File: src/rtl/rdc_pkg.sv
// Shared constants, types and helpers for the radix digit converter.
// No dependencies; imported by every module of the block.
package rdc_pkg;

    localparam int VALUE_WIDTH = 32;
    localparam int VALUE_IN_W  = 32;
    localparam int RADIX_W     = 4;
    localparam int DIGIT_W     = 4;
    localparam int STEP_BITS   = 8;
    localparam int CHUNKS      = (VALUE_WIDTH + STEP_BITS - 1) / STEP_BITS;
    localparam int WORK_W      = CHUNKS * STEP_BITS;
    localparam int CHUNK_CNT_W = (CHUNKS > 1) ? $clog2(CHUNKS) : 1;
    localparam int STACK_DEPTH = VALUE_WIDTH;
    localparam int ADDR_W      = $clog2(STACK_DEPTH);
    localparam int SP_W        = $clog2(STACK_DEPTH + 1);

    localparam logic [RADIX_W-1:0] RADIX_MIN   = RADIX_W'(2);
    localparam logic [RADIX_W-1:0] RADIX_MAX   = RADIX_W'(10);
    localparam logic [RADIX_W-1:0] RADIX_RESET = RADIX_W'(10);

    typedef struct packed {
        logic load;
        logic step;
        logic pop;
    } t_dp_cmd;

    typedef struct packed {
        logic digit_end;
        logic quo_zero;
        logic last;
    } t_dp_sts;

    function automatic logic [RADIX_W-1:0] eff_radix(input logic [RADIX_W-1:0] r);
        logic [RADIX_W-1:0] b;
        b = r;
        if (r < RADIX_MIN) begin
            b = RADIX_MIN;
        end else if (r > RADIX_MAX) begin
            b = RADIX_MAX;
        end
        return b;
    endfunction

endpackage

File: src/rtl/rdc_ctrl.sv
// Controller state machine for the radix digit converter.
// Depends on rdc_pkg; drives rdc_dp through t_dp_cmd and reads t_dp_sts.
module rdc_ctrl
    import rdc_pkg::*;
(
    input  logic    i_clk,
    input  logic    i_rst_n,
    input  logic    start,
    output logic    busy,
    output t_dp_cmd o_cmd,
    input  t_dp_sts i_sts
);

    typedef enum logic [1:0] {
        S_IDLE,
        S_DIV,
        S_EMIT
    } t_state;

    t_state r_state, n_state;
    logic   r_busy, n_busy;

    always_comb begin
        n_state    = r_state;
        o_cmd      = '0;
        case (r_state)
            S_IDLE: begin
                o_cmd.load = start;
                if (start) begin
                    n_state = S_DIV;
                end
            end
            S_DIV: begin
                o_cmd.step = 1'b1;
                if (i_sts.digit_end && i_sts.quo_zero) begin
                    n_state = S_EMIT;
                end
            end
            S_EMIT: begin
                o_cmd.pop = 1'b1;
                if (i_sts.last) begin
                    n_state = S_IDLE;
                end
            end
            default: begin
                n_state = S_IDLE;
            end
        endcase
        n_busy = (n_state != S_IDLE);
    end

    always_ff @(posedge i_clk) begin
        if (!i_rst_n) begin
            r_state <= S_IDLE;
            r_busy  <= 1'b0;
        end else begin
            r_state <= n_state;
            r_busy  <= n_busy;
        end
    end

    assign busy = r_busy;

endmodule

File: src/rtl/rdc_dp.sv
// Datapath for the radix digit converter: radix register, chunked divider,
// digit stack and output register. Depends on rdc_pkg.
module rdc_dp
    import rdc_pkg::*;
(
    input  logic                  i_clk,
    input  logic                  i_rst_n,
    input  logic                  i_cfg_we,
    input  logic [RADIX_W-1:0]    i_cfg_wdata,
    input  logic [VALUE_IN_W-1:0] i_value,
    input  t_dp_cmd               i_cmd,
    output t_dp_sts               o_sts,
    output logic                  o_valid,
    output logic [DIGIT_W-1:0]    o_digit,
    output logic                  o_last_digit
);

    logic [RADIX_W-1:0]     r_radix;
    logic [RADIX_W-1:0]     base;
    logic [WORK_W-1:0]      r_work;
    logic [RADIX_W-1:0]     r_rem;
    logic [CHUNK_CNT_W-1:0] r_chunk;
    logic [SP_W-1:0]        r_sp;
    logic [SP_W-1:0]        sp_m1;
    logic [DIGIT_W-1:0]     r_stack [STACK_DEPTH];
    logic                   r_valid;
    logic [DIGIT_W-1:0]     r_digit;
    logic                   r_last;

    logic [WORK_W-1:0]      load_val;
    logic [STEP_BITS-1:0]   top;
    logic [STEP_BITS-1:0]   qbits;
    logic [RADIX_W:0]       acc;
    logic [RADIX_W-1:0]     n_rem;
    logic [WORK_W-1:0]      n_work;
    logic                   chunk_last;
    logic                   digit_end;

    assign base  = eff_radix(r_radix);
    assign sp_m1 = r_sp - SP_W'(1);

    always_comb begin
        load_val = '0;
        for (int i = 0; i < VALUE_WIDTH && i < VALUE_IN_W; i++) begin
            load_val[i] = i_value[i];
        end
    end

    always_comb begin
        top   = r_work[WORK_W-1 -: STEP_BITS];
        n_rem = r_rem;
        qbits = '0;
        acc   = '0;
        for (int i = STEP_BITS - 1; i >= 0; i--) begin
            acc = {n_rem, top[i]};
            if (acc >= {1'b0, base}) begin
                qbits[i] = 1'b1;
                acc      = acc - {1'b0, base};
            end
            n_rem = acc[RADIX_W-1:0];
        end
        n_work = (r_work << STEP_BITS) | WORK_W'(qbits);
    end

    assign chunk_last = (r_chunk == CHUNK_CNT_W'(CHUNKS - 1));
    assign digit_end  = i_cmd.step && chunk_last;

    assign o_sts.digit_end = digit_end;
    assign o_sts.quo_zero  = (n_work == '0);
    assign o_sts.last      = (r_sp == SP_W'(1));

    always_ff @(posedge i_clk) begin
        if (!i_rst_n) begin
            r_radix <= RADIX_RESET;
        end else if (i_cfg_we) begin
            r_radix <= i_cfg_wdata;
        end
    end

    always_ff @(posedge i_clk) begin
        if (!i_rst_n) begin
            r_chunk <= '0;
            r_sp    <= '0;
            r_valid <= 1'b0;
        end else begin
            r_valid <= i_cmd.pop;
            if (i_cmd.load) begin
                r_chunk <= '0;
                r_sp    <= '0;
            end else if (i_cmd.step) begin
                r_chunk <= chunk_last ? '0 : r_chunk + CHUNK_CNT_W'(1);
                if (chunk_last) begin
                    r_sp <= r_sp + SP_W'(1);
                end
            end else if (i_cmd.pop) begin
                r_sp <= sp_m1;
            end
        end
    end

    always_ff @(posedge i_clk) begin
        if (i_cmd.load) begin
            r_work <= load_val;
            r_rem  <= '0;
        end else if (i_cmd.step) begin
            r_work <= n_work;
            r_rem  <= chunk_last ? '0 : n_rem;
        end
        if (digit_end) begin
            r_stack[r_sp[ADDR_W-1:0]] <= n_rem;
        end
        if (i_cmd.pop) begin
            r_digit <= r_stack[sp_m1[ADDR_W-1:0]];
            r_last  <= (r_sp == SP_W'(1));
        end
    end

    assign o_valid      = r_valid;
    assign o_digit      = r_digit;
    assign o_last_digit = r_last;

endmodule

File: src/rtl/radix_digit_converter.sv
// Radix digit converter: one value in, its digits out most significant first.
// Each digit takes one pass of long division over the work register, 8 bits per
// cycle, then the digits are emitted one per cycle from the digit stack.
// A new value is taken only in idle, once the last digit has been popped.
// Synchronous active-low reset; radix returns to 10. Results cannot be stalled.
module radix_digit_converter
    import rdc_pkg::*;
(
    input  logic                  i_clk,
    input  logic                  i_rst_n,
    input  logic                  i_cfg_we,
    input  logic [RADIX_W-1:0]    i_cfg_wdata,
    input  logic                  start,
    output logic                  busy,
    input  logic [VALUE_IN_W-1:0] i_value,
    output logic                  o_valid,
    output logic [DIGIT_W-1:0]    o_digit,
    output logic                  o_last_digit
);

    t_dp_cmd cmd;
    t_dp_sts sts;

    rdc_ctrl u_ctrl (
        .i_clk   (i_clk),
        .i_rst_n (i_rst_n),
        .start   (start),
        .busy    (busy),
        .o_cmd   (cmd),
        .i_sts   (sts)
    );

    rdc_dp u_dp (
        .i_clk        (i_clk),
        .i_rst_n      (i_rst_n),
        .i_cfg_we     (i_cfg_we),
        .i_cfg_wdata  (i_cfg_wdata),
        .i_value      (i_value),
        .i_cmd        (cmd),
        .o_sts        (sts),
        .o_valid      (o_valid),
        .o_digit      (o_digit),
        .o_last_digit (o_last_digit)
    );

endmodule

File: config.mk
export PLATFORM = sky130hd
export DESIGN_NAME = radix_digit_converter
export DESIGN_NICKNAME = d
export VERILOG_FILES = /design/src/rtl/rdc_pkg.sv /design/src/rtl/rdc_ctrl.sv /design/src/rtl/rdc_dp.sv /design/src/rtl/radix_digit_converter.sv
export SDC_FILE = /design/constraint.sdc
export NUM_CORES = 1
export LEC_CHECK = 0
export ABC_AREA = 1
export BUFFER_PORTS_ARGS = -buffer_cell sky130_fd_sc_hd__buf_2
export CAP_MARGIN = 10
export CORE_MARGIN = 1
export CORE_UTILIZATION = 40
export DETAILED_ROUTE_END_ITERATION = 7
export PLACE_DENSITY = 0.59
export SLEW_MARGIN = 20
export SYNTH_ARGS = -nofsm -noshare
export SYNTH_HDL_FRONTEND = slang
export SYNTH_HIERARCHICAL = 1
export SYNTH_SLANG_ARGS = --single-unit
File: constraint.sdc
create_clock -name i_clk -period 29.8 [get_ports i_clk]
set_input_delay 2.98 -clock i_clk [delete_from_list [all_inputs] [get_ports i_clk]]
set_output_delay 2.98 -clock i_clk [all_outputs]
set_load 0.02 [all_outputs]
==> impl_metrics.py <==
metrics = {
    "run_status": {
        "status": "finished clean",
    },
    "yosys": {
        "ys.warnings.count": 6,
        "synth_area_mm2": 0.00969,
        "synth_seq_cells": 185,
        "yosysUniqueCellTypes": 47,
        "synthArstFlopShare": 0,
        "syn_area_per_cell_um2": 10.2,
        "synthFlopType": "edfxtp_1",
        "netlist_instances": 952,
        "synth_fp_nets": 1038,
        "synth_edf_count": 165,
        "ys_seq_area_frac": 0.553,
    },
    "sta": {
        "setup-tns-final_ns": 0,
        "rsz0062_at_grt": "false",
        "max_slew_margin": 0.292,
        "drv_slew": 0,
        "fin_crit_sh": 0.456,
        "fmax_mhz": 73.6,
        "finalSetupViolCount": 0,
        "hold_viol": 0,
        "period_minus_slack_ns": 13.59,
        "fin_skew_ns": 0.0142,
        "tightest_slew_ns": 1.06,
    },
    "cells_and_area": {
        "drive_gt1_frac": 0.134,
        "layout.nets": 1078,
        "syn_to_final_growth_pct": 12.4,
        "diodes": 0,
    },
    "global_routing": {
        "antenna_found_initial": 0,
        "first_global_vias": 6619,
        "track_usage": 0.190,
        "grt_max_degree": 72,
        "grt_pass1_wl_um": 35600,
        "gr-total-overflow": 0,
    },
    "cts": {
        "clkSinkCount": 185,
        "postCtsHoldBufs": 0,
        "cts_tree": "yes",
        "cts-htree-levels": 4,
        "clock_latency_ns": 0.44,
        "cts_buffers": 17,
        "post_cts_buffers": 0,
        "cts.root.buffer_cell": "clkbuf_16",
        "cts-resized-gates": 0,
        "clkTransAtPathRegs_ns": 0.07,
        "cts.path.max_buffers": 2,
    },
    "worst_setup_path": {
        "cpPeakStageDelay_ns": 0.84,
        "worstSetupPathType": "reg2reg",
        "critPathMaxFanout": 32,
        "endpoint_kind": "flip-flop",
        "critPathLaunchType": "flip-flop",
        "cpMostUsedCell": "nand2_1",
        "critPathBufInv": 8,
        "crit_arrival_ns": 13.67,
        "crit_required_ns": 29.88,
        "slowest_stage": "and2_1",
        "critPathTopFamily": "simple AND/OR/NAND/NOR gates",
    },
    "die": {
        "dieWidth_um": 158,
        "die_h_um": 158,
        "core_area_mm2": 0.0236,
        "die_area_mm2": 0.0249,
        "rows": 56,
        "pin_count": 47,
        "start_util": 0.410,
    },
    "min_path": {
        "hp-class": "reg2reg",
    },
    "route": {
        "drt.antenna.violating_nets": 0,
        "drt-pass1-iter-count": 5,
        "vias_per_cell": 5.24,
        "wl_per_cell_um": 17.0,
        "drt-total-wl_um": 22400,
        "initialDrtViolationCount": 582,
        "vias": 6937,
        "drc": 0,
    },
    "place": {
        "place_congestion": 0.898,
        "io_buffers": 46,
        "dpl.hpwl_um": 15100,
    },
    "flow_run": {
        "maxCapViolCount": 0,
    },
}
==> area by class of cell <==
class                           count  area, um2
Clock inverter                     15        210
Fill cell                        2275      12700
Timing Repair Buffer               54        290
Sequential cell                   185       5360
Inverter                           92        345
Clock buffer                       17        425
Tap cell                          319        399
Multi-Input combinational cell    642       3860
==> state kept, by name (all words and copies together), names as in the netlist <==
register and count:
u_dp/r_chunk 2, u_dp/r_work 32, u_dp/r_radix 4, u_dp/r_rem 4, u_dp/o_digit 4, u_ctrl/busy 1, u_dp/r_stack 128, u_ctrl/r_state 2
u_dp/r_sp 6, u_dp/o_valid 1, u_dp/o_last_digit 1
==> placed cells by master (no fill, tap or decap), types with 3 or more instances in the layout <==
| cell type | n |
|---|---|
| mux2i_1 | 13 |
| a21oi_4 | 4 |
| buf_2 | 46 |
| nor4_1 | 7 |
| nor3_1 | 4 |
| o211ai_1 | 12 |
| clkinv_8 | 7 |
| nand2_4 | 4 |
| nand3_4 | 11 |
| nand4_1 | 5 |
| nand2_1 | 175 |
| dfxtp_1 | 19 |
| o21ai_0 | 66 |
| o32ai_1 | 19 |
| a21oi_1 | 17 |
| edfxtp_1 | 165 |
| inv_1 | 86 |
| xor2_1 | 13 |
| inv_2 | 4 |
| fa_1 | 8 |
| buf_4 | 8 |
| xnor2_1 | 7 |
| nand3_1 | 47 |
| o221ai_1 | 13 |
| a31oi_1 | 8 |
| inv_12 | 3 |
| clkbuf_16 | 17 |
| nand2_2 | 12 |
| ha_1 | 38 |
| nor2_1 | 133 |
==> path summary, 6_finish.rpt <==
check	from	to	slack (ns)	depth (start not counted)
setup reg to reg	u_dp/r_radix[3]	u_dp/r_stack[13][0]	16.21	76
setup / recovery	u_dp/r_radix[3]	u_dp/r_stack[13][0]	16.21	76
hold reg to reg	u_dp/r_sp[5]	u_dp/r_sp[5]	0.47	1
hold / removal	u_dp/r_sp[5]	u_dp/r_sp[5]	0.47	1
==> cells in the mapped netlist, drive strengths merged (3+ instances only) <==
library cell / number / area, um2
a21oi: 22 / 159
a31oi: 8 / 50.1
and2: 3 / 18.8
clkbuf: 31 / 116
dfxtp: 20 / 400
edfxtp: 165 / 4950
fa: 8 / 160
ha: 38 / 475
inv: 90 / 338
mux2i: 13 / 130
nand2: 191 / 777
nand3: 60 / 448
nand4: 5 / 31.3
nor2: 136 / 523
nor3: 5 / 36.3
nor4: 8 / 56.3
o211ai: 12 / 90.1
o21ai: 67 / 335
o221ai: 13 / 114
o32ai: 19 / 166
xnor2: 7 / 61.3
xor2: 13 / 114
==> per-stage QoR <==
stage	cell area (um2)	worst slack [ns]	utilization	instances	hold WS [ns]
final	10900	16.21	0.461	1324	0.465
after global routing	10900	14.75	0.461	1324	0.491
after CTS	10900	16.07	0.461	1324	0.466
after detailed placement	10300	16.11	0.434	1292	0.453
after global placement	10300	16.57	0.434	1292	0.441
after floorplan	9690	18.12	-	952	0.423
==> logic make-up after synthesis <==
logic type | after synthesis | share of synthesized area
simple gates | 414 | 0.199
flops | 185 | 0.553
compound gates | 149 | 0.102
buf+inv | 125 | 0.0488
fa+ha+maj | 46 | 0.0656
xor+xnor | 20 | 0.0181
mux | 13 | 0.0134
==> worst register-to-register path, delay by kind of cell (launching register included) <==
| kind | cells | cell delay (ns) |
|---|---|---|
| AOI/OAI and AO/OA | 16 | 3.30 |
| adders and majority gates | 8 | 2.47 |
| buffers and inverters | 8 | 1.42 |
| DFF | 1 | 0.30 |
| and+or+nand+nor | 44 | 5.72 |
==> layer usage <==
layer | track usage | wire, um | up-vias
li1 | - | - | 3405
met4 | 0.0596 | 378 | 0
met3 | 0.0266 | 1190 | 27
met5 | 0 | 0 | -
met2 | 0.311 | 10700 | 222
met1 | 0.258 | 10200 | 3283
Power is not shown: default switching activity piles up to over one toggle a cycle in this logic, so the estimate is an artifact.
